`config.mk`:
```
export PLATFORM = sky130hd
export DESIGN_NAME = sac_front_flat
export DESIGN_NICKNAME = d
export VERILOG_FILES = /design/src/rtl/core/sac_pkg.sv /design/src/rtl/core/sac_if.sv /design/src/rtl/core/sac_front.sv /design/src/flat_wrapper.sv
export SDC_FILE = /design/constraint.sdc
export NUM_CORES = 1
export LEC_CHECK = 0
export ABC_AREA = 0
export BUFFER_PORTS_ARGS = -buffer_cell sky130_fd_sc_hd__buf_2
export CORE_MARGIN = 4
export CORE_UTILIZATION = 61
export DETAILED_ROUTE_END_ITERATION = 8
export PLACE_DENSITY = 0.95
export SETUP_SLACK_MARGIN = 0.15
export SYNTH_ARGS = -nofsm -noshare
export SYNTH_HDL_FRONTEND = slang
export SYNTH_SLANG_ARGS = --single-unit
export TNS_END_PERCENT = 5
```
`constraint.sdc`:
```
create_clock -name vclk -period 7.85
set_clock_uncertainty 0.15 [all_clocks]
set_input_delay 0.785 -clock vclk [all_inputs]
set_output_delay 0.785 -clock vclk [all_outputs]
set_load 0.02 [all_outputs]
```
`src/rtl/core/sac_pkg.sv`:
```
`timescale 1ns / 1ps
// ----------------------------------------------------------------------------
// sac_pkg
// Shared types and constants of the set-associative LRU cache model.
// ----------------------------------------------------------------------------
package sac_pkg;

	// fixed field widths
	localparam int ADDR_W        = 32;
	localparam int TAG_W         = 30;
	localparam int CNT_W         = 32;
	localparam int HIT_CNT_W     = 2;
	localparam int SET_BITS_W    = 4;
	localparam int OFFSET_BITS_W = 5;
	localparam int WAYS_CFG_W    = 4;
	localparam int CFG_IDX_W     = 2;
	localparam int CFG_DATA_W    = 5;

	// register indexes on the configuration port
	localparam logic [CFG_IDX_W-1:0] CFG_SET_BITS    = 2'd0;
	localparam logic [CFG_IDX_W-1:0] CFG_OFFSET_BITS = 2'd1;
	localparam logic [CFG_IDX_W-1:0] CFG_WAYS        = 2'd2;

	// access commands
	typedef enum logic [1:0] {
		CMD_LOAD   = 2'd0,
		CMD_STORE  = 2'd1,
		CMD_MODIFY = 2'd2,
		CMD_IFETCH = 2'd3
	} cmd_t;

endpackage

```
`src/rtl/core/sac_if.sv`:
```
`timescale 1ns / 1ps
// ----------------------------------------------------------------------------
// sac_if
// Handshake channels of the cache model: access items, results, config.
// ----------------------------------------------------------------------------

// access item channel
interface sac_req_if;
	import sac_pkg::*;
	logic              valid;
	logic              ready;
	cmd_t              cmd;
	logic [ADDR_W-1:0] addr;
	modport source (output valid, cmd, addr, input ready);
	modport sink   (input valid, cmd, addr, output ready);
endinterface


```
`src/rtl/core/sac_front.sv`:
```
`timescale 1ns / 1ps
// ----------------------------------------------------------------------------
// sac_front
// Takes access items, drops instruction fetches and splits the address
// into set index and tag by the configured bit counts.
// ----------------------------------------------------------------------------
module sac_front #(
	parameter int MAX_SET_BITS = 8,
	parameter int ADDR_BITS    = 32
) (
	sac_req_if.sink                             req,
	input  logic [sac_pkg::SET_BITS_W-1:0]      set_bits,
	input  logic [sac_pkg::OFFSET_BITS_W-1:0]   offset_bits,
	input  logic                                hold,
	input  logic                                q_full,
	output logic                                push,
	output logic [MAX_SET_BITS-1:0]             set_idx,
	output logic [sac_pkg::TAG_W-1:0]           tag,
	output logic                                modify
);
	import sac_pkg::*;

	localparam int EXT_W = (ADDR_BITS > TAG_W) ? ADDR_BITS : TAG_W;
	localparam int SH_W  = ((SET_BITS_W > OFFSET_BITS_W) ? SET_BITS_W : OFFSET_BITS_W) + 1;

	logic [SET_BITS_W-1:0]   sbits;
	logic [EXT_W-1:0]        addr_ext;
	logic [EXT_W-1:0]        set_sh;
	logic [EXT_W-1:0]        tag_sh;
	logic [MAX_SET_BITS-1:0] set_mask;
	logic [SH_W-1:0]         tag_amt;

	// handshake: no items while the queue is full or during the clearing pass
	assign req.ready = !q_full && !hold;
	assign push      = req.valid && req.ready && (req.cmd != CMD_IFETCH);
	assign modify    = (req.cmd == CMD_MODIFY);

	// set index bits saturate at the largest supported count
	assign sbits = (int'(set_bits) > MAX_SET_BITS) ? SET_BITS_W'(MAX_SET_BITS) : set_bits;

	// address split
	assign addr_ext = EXT_W'(req.addr[ADDR_BITS-1:0]);
	assign set_sh   = addr_ext >> offset_bits;
	assign set_mask = ~({MAX_SET_BITS{1'b1}} << sbits);
	assign set_idx  = set_sh[MAX_SET_BITS-1:0] & set_mask;
	assign tag_amt  = SH_W'(sbits) + SH_W'(offset_bits);
	assign tag_sh   = addr_ext >> tag_amt;
	assign tag      = tag_sh[TAG_W-1:0];

endmodule

```
`src/flat_wrapper.sv`:
```
// flat-port wrapper written by rule: the top's interface ports become plain ports
module sac_front_flat import sac_pkg::*;
#(
	parameter int MAX_SET_BITS = 8,
	parameter int ADDR_BITS    = 32
)
  (set_bits, offset_bits, hold, q_full, push, set_idx, tag, modify, req_valid, req_cmd, req_addr, req_ready);
  sac_req_if req_i ();
  input  logic [sac_pkg::SET_BITS_W-1:0] set_bits;
  input  logic [sac_pkg::OFFSET_BITS_W-1:0] offset_bits;
  input  logic hold;
  input  logic q_full;
  output logic push;
  output logic [MAX_SET_BITS-1:0] set_idx;
  output logic [sac_pkg::TAG_W-1:0] tag;
  output logic modify;
  input wire logic [$bits(req_i.valid)-1:0] req_valid;
  input wire logic [$bits(req_i.cmd)-1:0] req_cmd;
  input wire logic [$bits(req_i.addr)-1:0] req_addr;
  output wire logic [$bits(req_i.ready)-1:0] req_ready;
  assign req_i.valid = req_valid;
  assign req_i.cmd = req_cmd;
  assign req_i.addr = req_addr;
  assign req_ready = req_i.ready;
  sac_front #(.MAX_SET_BITS(MAX_SET_BITS), .ADDR_BITS(ADDR_BITS)) u_core (.req(req_i), .set_bits(set_bits), .offset_bits(offset_bits), .hold(hold), .q_full(q_full), .push(push), .set_idx(set_idx), .tag(tag), .modify(modify));
endmodule
```
==> flow_metrics.py <==
metrics = {
    "global_route": {
        "grt_max_degree": 40,
        "grt_pass1_wl_microns": 16400,
        "globalRouteOverflowTotal": 0,
        "first_global_vias": 3432,
        "antenna_found_initial": 0,
        "grt_use_total_pct": 31.9,
    },
    "route": {
        "wl_met2_microns": 4980,
        "wl_met3_microns": 1110,
        "wl_met1_microns": 3670,
        "drc": 0,
        "dr.pass1.iters": 5,
        "via_per_inst": 7.32,
        "routedWlPerCell_microns": 20.9,
        "routed_wl_microns": 10300,
        "ant_nets": 0,
        "vias": 3611,
        "drtIter0Drc": 531,
        "top_layer": "met4",
    },
    "synth": {
        "synth_top_area_share_pct": 34.5,
        "synth_warnings": 0,
        "netlist_area_sq_um": 3190,
        "synth_area_leader_cell": "mux4_2",
        "synth.most_common_cell": "mux2i_1",
        "synthTopCellsByCount": "59 x mux2i_1, 49 x mux4_2, 43 x nand2_1, 29 x nor2_1, 26 x a21oi_1",
        "seq_area_frac_synth_pct": 0,
        "synth_cell_types": 54,
        "syn-num-nets": 412,
        "syn_inst": 362,
        "avgSynthCellArea_sq_um": 8.82,
        "synthTopCellsByArea": "mux4_2 35%, mux2i_1 18%, nand2_1 5.1%",
    },
    "sta": {
        "setup_tns_ns": 0,
        "slew_headroom_pct": 22.8,
        "period_share_pct": 68.4,
        "rsz0062_at_grt": "false",
        "fin_crit_ns": 5.37,
        "finalHoldViolations": 0,
        "max_slew.worst_pin.slew_ns": 1.16,
        "max_freq_mhz": 186,
        "drv_slew": 0,
        "setup_violations": 0,
    },
    "layout": {
        "stdcell_count": 493,
        "clock_buffers": 0,
        "seq_cells": 0,
        "final_nets": 475,
        "seq_area_sq_um": 0,
        "layout-drive-gt1-share_pct": 38.5,
        "syn_to_final_growth_pct": 12.7,
        "diodes": 0,
    },
    "power_and_ir_drop": {
        "ir_worst_vdd_mv": 0.0843,
        "p_leak_uw": 0.00159,
        "power_density_nw_per_um2": 133,
    },
    "die": {
        "die_w_microns": 80.4,
        "row_count": 26,
        "die_height_microns": 80.4,
        "ioPinCount": 87,
        "dieArea_sq_um": 6460,
        "core_area_sq_um": 5110,
        "initial_utilization_pct": 62.5,
    },
    "place": {
        "place_hpwl_microns": 8070,
        "place_congestion": 1.03,
        "portBuffers": 87,
        "dp_cells": 493,
    },
    "critical_path": {
        "cp.arrival_ns": 4.43,
        "cp.required_ns": 6.91,
        "end_kind": "primary output",
        "worstSetupPathType": "in -> out",
        "cp-start-kind": "input pin",
        "crit_fanout": 39,
    },
    "job": {
        "max_cap_violations": 0,
    },
    "clocking": {
        "cts_resized": 0,
        "cts_hold_buf": 0,
        "postCtsSetupBuffers": 0,
    },
    "min_path": {
        "hold_end": "req_ready",
        "hold_class": "in -> out",
        "hold_path_depth": 3,
        "hold_start": "q_full",
    },
    "status": {
        "status": "completed",
    },
}
stage by stage:
| stage | utilization [%] | hold WS, ns | power (uW) | setup WS [ns] | instance area [sq um] |
|---|---|---|---|---|---|
| 3_5_place_dp | 70.5 | 1.68 | 466 | 2.48 | 3600 |
| 4_1_cts | 70.5 | 1.68 | 467 | 2.48 | 3600 |
| 6_report | 70.5 | 1.68 | 477 | 2.48 | 3600 |
| 3_3_place_gp | 70.5 | 1.67 | 450 | 2.63 | 3600 |
| 2_1_floorplan | - | 1.50 | 344 | 3.32 | 3190 |
| 5_1_grt | 70.5 | 1.70 | 507 | 2.13 | 3600 |
placed cells by master, fill, tap and decap left out, types with 6 or more instances in the layout:
cell      netlist  layout
a211oi_1        6       6
a21oi_1        26      26
a31oi_1         6       6
and2_1          7       7
buf_2          14      87
mux2_2         11      11
mux2i_1        59      59
mux4_2         49      49
nand2_1        43      43
nand2b_1        6       6
nand3_1         7       7
nor2_1         29      29
o21ai_0        11      11
how the worst max path moves through the flow:
stage,start,to,slack [ns],cells past startpoint
finish,offset_bits[0],tag[2],2.48,8
global placement,offset_bits[0],tag[2],2.63,8
global route,offset_bits[0],tag[4],2.13,9
detailed placement,offset_bits[0],tag[2],2.48,8
floorplan,offset_bits[1],tag[11],3.32,12
CTS,offset_bits[0],tag[2],2.48,8
metal layers:
layer / vias to the layer above / GRT usage, %
met1: 1664 / 41.7
li1: 1563 / -
met4: 0 / 12.5
met3: 70 / 3.25
met5: - / 0
met2: 314 / 54.1
where the power goes:
group	switching, uW	internal (uW)	leakage [uW]
Combinational	276	201	0.00159
Clock	0	0	0
Sequential	0	0	0
Total	276	201	0.00159
critical path: stages:
cell	delay, ns
buf_2	0.69
ha_1	0.33
ha_1	0.93
inv_2	0.46
mux4_2	0.60
a221o_1	0.37
o21ai_2	0.06
buf_2	0.18
final cells by class:
class	instances	area (sq um)
fill	390	1510
multi-input combinational	323	3010
tap	70	87.6
timing repair buffer	92	473
inverter	8	32.5
cells by family (layout without fill, tap and decap cells):
kind of cell	Yosys count	in the layout	synth area share [%]
XOR/XNOR	6	6	2.23
AO/OA/AOI/OAI	81	81	16.9
multiplexers	119	119	56.9
buffers and inverters	39	100	5.84
AND/OR/NAND/NOR	113	113	16.5
adder cells (fa/ha/maj)	4	4	1.57
(Power assumes the default switching activity.)
