==> src/rtl/core/sac_queue.sv <==
`timescale 1ns / 1ps
// ----------------------------------------------------------------------------
// sac_queue
// Two-entry FIFO between the classifying front and the lookup back end.
// ----------------------------------------------------------------------------
module sac_queue #(
	parameter int WIDTH = 39
) (
	input  logic             clk,
	input  logic             arst_n,
	input  logic             push,
	input  logic [WIDTH-1:0] wdata,
	output logic             full,
	input  logic             pop,
	output logic [WIDTH-1:0] rdata,
	output logic             empty
);
	localparam int DEPTH = 2;
	localparam int PTR_W = $clog2(DEPTH);

	logic [DEPTH-1:0][WIDTH-1:0] buf_q;
	logic [PTR_W-1:0]            wr_ptr_q;
	logic [PTR_W-1:0]            rd_ptr_q;
	logic [PTR_W:0]              count_q;
	logic                        do_push;
	logic                        do_pop;

	assign full    = (count_q == (PTR_W+1)'(DEPTH));
	assign empty   = (count_q == '0);
	assign do_push = push && !full;
	assign do_pop  = pop && !empty;
	assign rdata   = buf_q[rd_ptr_q];

	// pointers and fill count
	always_ff @(posedge clk or negedge arst_n) begin
		if (!arst_n) begin
			wr_ptr_q <= '0;
			rd_ptr_q <= '0;
			count_q  <= '0;
		end else begin
			if (do_push) wr_ptr_q <= wr_ptr_q + 1'b1;
			if (do_pop) rd_ptr_q <= rd_ptr_q + 1'b1;
			if (do_push && !do_pop) count_q <= count_q + 1'b1;
			else if (do_pop && !do_push) count_q <= count_q - 1'b1;
		end
	end

	// entry storage
	always_ff @(posedge clk) begin
		if (do_push) buf_q[wr_ptr_q] <= wdata;
	end

endmodule

==> config.mk <==
export PLATFORM = sky130hd
export DESIGN_NAME = sac_queue
export DESIGN_NICKNAME = d
export VERILOG_FILES = /design/src/rtl/core/sac_queue.sv
export SDC_FILE = /design/constraint.sdc
export NUM_CORES = 1
export LEC_CHECK = 0
export BUFFER_PORTS_ARGS = -buffer_cell sky130_fd_sc_hd__buf_2
export CORE_UTILIZATION = 35
export DETAILED_ROUTE_END_ITERATION = 6
export PLACE_DENSITY = 0.66
export SLEW_MARGIN = 20
export SYNTH_ARGS = -nofsm -noshare
export SYNTH_HDL_FRONTEND = slang
export SYNTH_SLANG_ARGS = --single-unit
==> constraint.sdc <==
create_clock -name clk -period 8.4 [get_ports clk]
set_input_delay 0.84 -clock clk [delete_from_list [all_inputs] [get_ports clk]]
set_output_delay 0.84 -clock clk [all_outputs]
set_load 0.01 [all_outputs]
==> results of run 1 <==
[final timing paths]
check	startpoint	end	slack, ps	cells after the start
setup / recovery	rd_ptr_q$_DFFE_PN0P_	rdata[16]	5640	2
hold / removal	arst_n	rd_ptr_q$_DFFE_PN0P_	290	1
setup reg to reg	count_q[0]$_DFFE_PN0P_	buf_q[53]$_DFFE_PP_	6570	2
hold reg to reg	count_q[1]$_DFFE_PN0P_	count_q[1]$_DFFE_PN0P_	520	1
max in group asynchronous	arst_n	rd_ptr_q$_DFFE_PN0P_	7980	1
min in group clk	count_q[1]$_DFFE_PN0P_	count_q[1]$_DFFE_PN0P_	520	1
[critical path, stage by stage, from the launching register on]
cell     delay (ps)
dfrtp_2        1000
mux2_2          430
buf_2           140
[cells by family after synthesis]
| group | Yosys count | share of synthesized area (%) |
|---|---|---|
| compound gates | 1 | 0.166 |
| buf+inv | 6 | 1.49 |
| flops | 82 | 81.0 |
| mux | 39 | 14.6 |
| fa+ha+maj | 1 | 0.415 |
| simple gates | 6 | 0.913 |
| xor+xnor | 5 | 1.45 |
[layout by cell type, fill, tap and decap left out]
master      count
edfxtp_1       78
clkinvlp_4      1
xnor2_1         3
ha_1            1
nor2_4          1
clkbuf_1        1
xor2_1          2
mux2_2         39
nand2_1         1
dfrtp_2         1
o21ai_1         1
clkbuf_8       10
inv_1           2
bufinv_16       3
dfrtp_1         3
clkinv_2        1
nor2_1          2
buf_2          83
and3_2          1
buf_16          1
nand2b_1        1
[power groups by stage]
stage | sequential (mW) | combinational (mW) | clock, mW
global placement | 0.633 | 0.345 | 0
detailed placement | 0.637 | 0.359 | 0
global route | 0.639 | 0.384 | 0.364
CTS | 0.628 | 0.361 | 0.349
floorplan | 0.593 | 0.262 | 0
finish | 0.624 | 0.351 | 0.340
[flip-flops by register name (all words and copies together) (netlist names)]
name      count
count_q       2
buf_q        78
rd_ptr_q      1
wr_ptr_q      1
[area by class of cell]
cell class              instances  area [sq um]  share of cell area [%]
flip-flops and latches         82          2440                    64.2
multi-input cells              52           537                    14.1
repair buffers                 84           443                    11.6
clock buffers                  11           141                    3.71
well taps                     105           131                    3.45
clock inverters                 5           103                    2.70
inverters                       2          7.51                   0.197
[routing by layer]
metal  share of wire [%]  wire length (microns)  vias to the layer above  track usage [%]
li1                    -                      -                      727                -
met1                  42                   2130                      771             13.4
met2                  53                   2690                       42             20.2
met3                 3.7                    190                        7             2.66
met4                 1.5                     78                        0             6.82
met5                   0                      0                        -                0
[metrics by stage]
| stage | power, mW | util [%] | setup slack [ps] | hold slack [ps] | cell area (sq um) |
|---|---|---|---|---|---|
| final | 1.32 | 46.1 | 5640 | 289 | 3810 |
| after global routing | 1.39 | 46.1 | 5510 | 275 | 3810 |
| after CTS | 1.34 | 46.1 | 5580 | 272 | 3810 |
| after detailed placement | 0.996 | 43.1 | 5970 | 513 | 3560 |
| after global placement | 0.978 | 42.8 | 5980 | 500 | 3530 |
| after floorplan | 0.855 | - | 5390 | 461 | 3020 |
==> impl_results.md, run 1 <==
* Die Width at around 95 microns
* Port Buf Inserts at slightly above 80
* Cells after DPL at 325
* DRT iter0 DRCs at between 40 and 50
* Most frequent cell after synthesis: edfxtp_1
* Leak at roughly 1.4 nW
* CTS clk-pin slew, worst paths at 80 ps
* DRC Markers at 0
* Clock Latency Late Sink at roughly 340 ps
* Net count after synthesis at approximately 180
* Top cell type's share of synthesized area at 77.7%
* Max-Cap Viols at 0
* Avg Cell Area, Syn at roughly 22 sq um
* EDFF count, synth at 78
* Via-to-Cell Ratio at between 4 and 5
* ANT cells at 0
* Row cnt at 33
* Top post-synthesis cells by area: edfxtp_1 78%, mux2_2 15%, dfrtp_1 3.3%
* First-pass GRT wire length at ~7700 microns
* Synthesized cell area at 3020 sq um
* CTS tree: built
* Flop pwr share at between 40% and 50%
* Final Setup Violations at 0
* Hold Fails Final Rpt at 0
* TritonCTS buffer count at 9
* Startpoint class of the critical path: flip-flop
* Clk sink count at 82
* DRT antenna net count at 0
* Least-Margin Pin Slew at ~960 ps
* DRT Pass-1 Iters at 4
* Ys async rst share at 4.88%
* Synth Register Bits at just over 80
* Layout area overhead at 26.2%
* Setup CP Type: reg -> out
* DR vias at 1,547
* Post-synthesis cell type count at 14
* Final Skew at about 11 ps
* Vias in the first global route at ~1,600
* Antenna violations before repair at 0
* Max clock buf depth at 2
* Peak Freq at 362 MHz
* Synth area leader: edfxtp_1
* Psw at between 300 and 400 uW
* Full die area at roughly 9000 sq um
* Die Height at roughly 95 microns
* RePlAce Congestion at 0.621
* Sequential fraction of the synthesis area at between 80% and 90%
* Postcts setup bufs at 0
* Outcome: complete, no violations
* Share of cells above drive strength 1 at around 60%
* Combinational share of power at 26.7%
* Largest net degree at the start of global routing at 41
* Setup tns final at 0 ps
* Clk Tree Root Cell: clkbuf_8
* Slew Viols, Final at 0
* RSZ-0062 raised after global routing: false
* Post-Layout Cell Count at around 340
* Grt total ovfl at 0
* Dpl hpwl at between 3000 and 4000 microns
* Io pins at 84
* Clock network power share at approximately 26%
* CP endpoint kind: output port
* Period minus WS final at around 2800 ps
* Final net count at between 200 and 300
* Hold_buf cts at 0
* CP Max Fanout at 40
* Worst Path Required at ~7600 ps
* Routed WL at just over 5000 microns
* Wire per inst at 14.9 microns
* Count of warnings emitted by yosys at 0
* CORE AREA at roughly 8300 sq um
* Worst endpoint data arrival time at 1920 ps
* Post-CTS Resized at 0
* Predominant post-synthesis flop cell: edfxtp_1
* Global Route Usage Sum at a little under an eighth
* Layout fillers at 747
* Sw frac at ~28%
* Int Pwr at 947 uW
* Slew HR at between 30 and 40%
* Mapped Cells at 140
* P per Cell Area at approximately 350 nW/um^2
* H-tree depth at 3
* Post-synth top cells: 78 x edfxtp_1, 39 x mux2_2, 4 x dfrtp_1
* Hold WC Path Type: in -> async
* Maximum VDD drop at ~0.00022 V
* Final period util at about a third
* Initial cell density of the core at 36.5%
(Power assumes the default switching activity.)
==> run 2, diff against run 1 <==
- clock period: 8.4 -> 2.6 ns (I/O delays scaled with it)
==> run 2 against run 1 <==
Register-to-register slack worse by 5600 ps. Sequential power grew to 3.1 times the previous value. Combinational power rose to 3.6 times the previous value. Clock skew decreased by 3.2 ps. Critical path depth grew 1. Wire length is 0.65% lower. Final area grew 0.13%. Sequential share of layout area decreased by 0.084 points. Via count is 1.6% higher. First-iteration DRC count is 33% higher.
==> impl_results.md, run 2 (synthesis results as in run 1) <==
* Outcome: complete, no violations
* Grt total ovfl at 0
* Postcts setup bufs at 0
* Io pins at 84
* Max-Cap Viols at 0
* Crit-path leading delay family: flip-flops
* CP endpoint kind: output port
* Final period util at 72.0%
* Sum of buffers and inverters on the critical path at 2
* Share of cells above drive strength 1 at approximately three fifths
* Port Buf Inserts at between 80 and 90
* Layout area overhead at 26.4%
* Clk Tree Root Cell: clkbuf_8
* Clock Latency Late Sink at 330 ps
* Global Route Usage Sum at approximately an eighth
* Largest net degree at the start of global routing at 34
* Met3 WL at between 300 and 400 microns
* First-pass GRT wire length at 7690 microns
* Worst Path Required at about 2300 ps
* Dpl hpwl at between 3000 and 4000 microns
* DRC Markers at 0
* Antenna violations before repair at 0
* Wire per inst at 14.7 microns
* Slew HR at between 60 and 70%
* Setup CP Type: reg -> out
* Largest register FFs at ~80
* Hold WC Path Type: in -> reg
* Die Height at between 90 and 100 microns
* Power, Total at 4.16 mW
* Routed WL at roughly 5000 microns
* Vias in the first global route at ~1,600
* Die Width at 94.8 microns
* CTS clk-pin slew, worst paths at about 80 ps
* Peak Freq at 534 MHz
* Hold Fails Final Rpt at 0
* Row cnt at 33
* Final Setup Violations at 0
* RSZ-0062 raised after global routing: false
* Startpoint class of the critical path: flip-flop
* Clk sink count at 82
* Final net count at between 200 and 300
* DRT Pass-1 Iters at 4
* H-tree depth at 3
* ANT cells at 0
* Uppermost routed layer: met4
* TritonCTS buffer count at 9
* CP Max Fanout at 33
* Top Registers: buf_q: 78 flops, count_q: 2 flops
* Initial cell density of the core at between 30% and 40%
* RePlAce Congestion at 0.716
* CTS tree: built
* Critical Path Max Stage Delay at about 500 ps
* Wl on met1 at between 2000 and 2500 microns
* Slowest cell on crit path: dfrtp_2
* Worst endpoint data arrival time at 1610 ps
* Largest Register: buf_q
* Setup tns final at 0 ps
* DR WL met2 at 2360 microns
* DR vias at between 1,500 and 2,000
* Leak at 1.44 nW
* Slew Viols, Final at 0
* Via-to-Cell Ratio at roughly 4.6
* CORE AREA at about 8300 sq um
* Commonest cells after routing, fill and taps aside: 83 x buf_2, 78 x edfxtp_1, 39 x mux2_2, 9 x clkbuf_8
* Final Skew at between 7 and 8 ps
* Commonest non-fill, non-tap cell in the layout: buf_2
* Max clock buf depth at 2
* Least-Margin Pin Slew at approximately 450 ps
* DRT antenna net count at 0
* Period minus WS final at ~1900 ps
* Full die area at 8990 sq um
* Crit-path cells: buf_12, mux2_2, buf_2
* P per Cell Area at about 1100 nW/um^2
* DRT iter0 DRCs at 57
* Maximum VDD drop at 0.000419 V
==> run 2: per-stage QoR <==
stage	worst slack, ps	cell area [sq um]	utilization (%)	hold slack (ps)	instances
6_report	727	3810	46.2	104	345
5_1_grt	647	3810	46.2	77.4	345
4_1_cts	687	3810	46.2	81.1	345
3_5_place_dp	902	3590	43.5	68.5	328
3_3_place_gp	977	3590	43.5	71.9	328
2_1_floorplan	515	3020	-	-35.6	140
==> run 2: worst paths after layout <==
kind	startpoint	end	slack [ps]	cells after the start
max	rd_ptr_q$_DFFE_PN0P_	rdata[27]	730	3
min	wdata[9]	buf_q[9]$_DFFE_PP_	100	1
max reg2reg	count_q[0]$_DFFE_PN0P_	buf_q[56]$_DFFE_PP_	940	3
min reg2reg	count_q[1]$_DFFE_PN0P_	count_q[1]$_DFFE_PN0P_	530	1
max in group asynchronous	arst_n	rd_ptr_q$_DFFE_PN0P_	2160	2
min in group asynchronous	arst_n	wr_ptr_q$_DFFE_PN0P_	310	2
==> run 2: what timing repair did <==
item	in CTS	in global routing
hold endpoints to repair	4	0
gates resized for setup	0	0
hold buffers	1	0
==> run 2: layer usage <==
layer  global-route usage (%)  up-vias
met2                     18.5       63
met4                     6.82        0
li1                         -      735
met5                        0        -
met1                     14.8      766
met3                     4.19        8
==> run 2: cell type report <==
type                            instances  area, sq um
Clock buffer                           11          131
Clock inverter                          5         80.1
Fill cell                             746         4450
Inverter                                2         7.51
Multi-Input combinational cell         52          537
Sequential cell                        82         2440
Tap cell                              105          131
Timing Repair Buffer                   88          480
==> run 2: where the power goes <==
group / switching [mW] / internal [mW]
combinational: 0.655 / 0.617
clock: 0.427 / 0.540
sequential: 0.109 / 1.81
total: 1.19 / 2.97
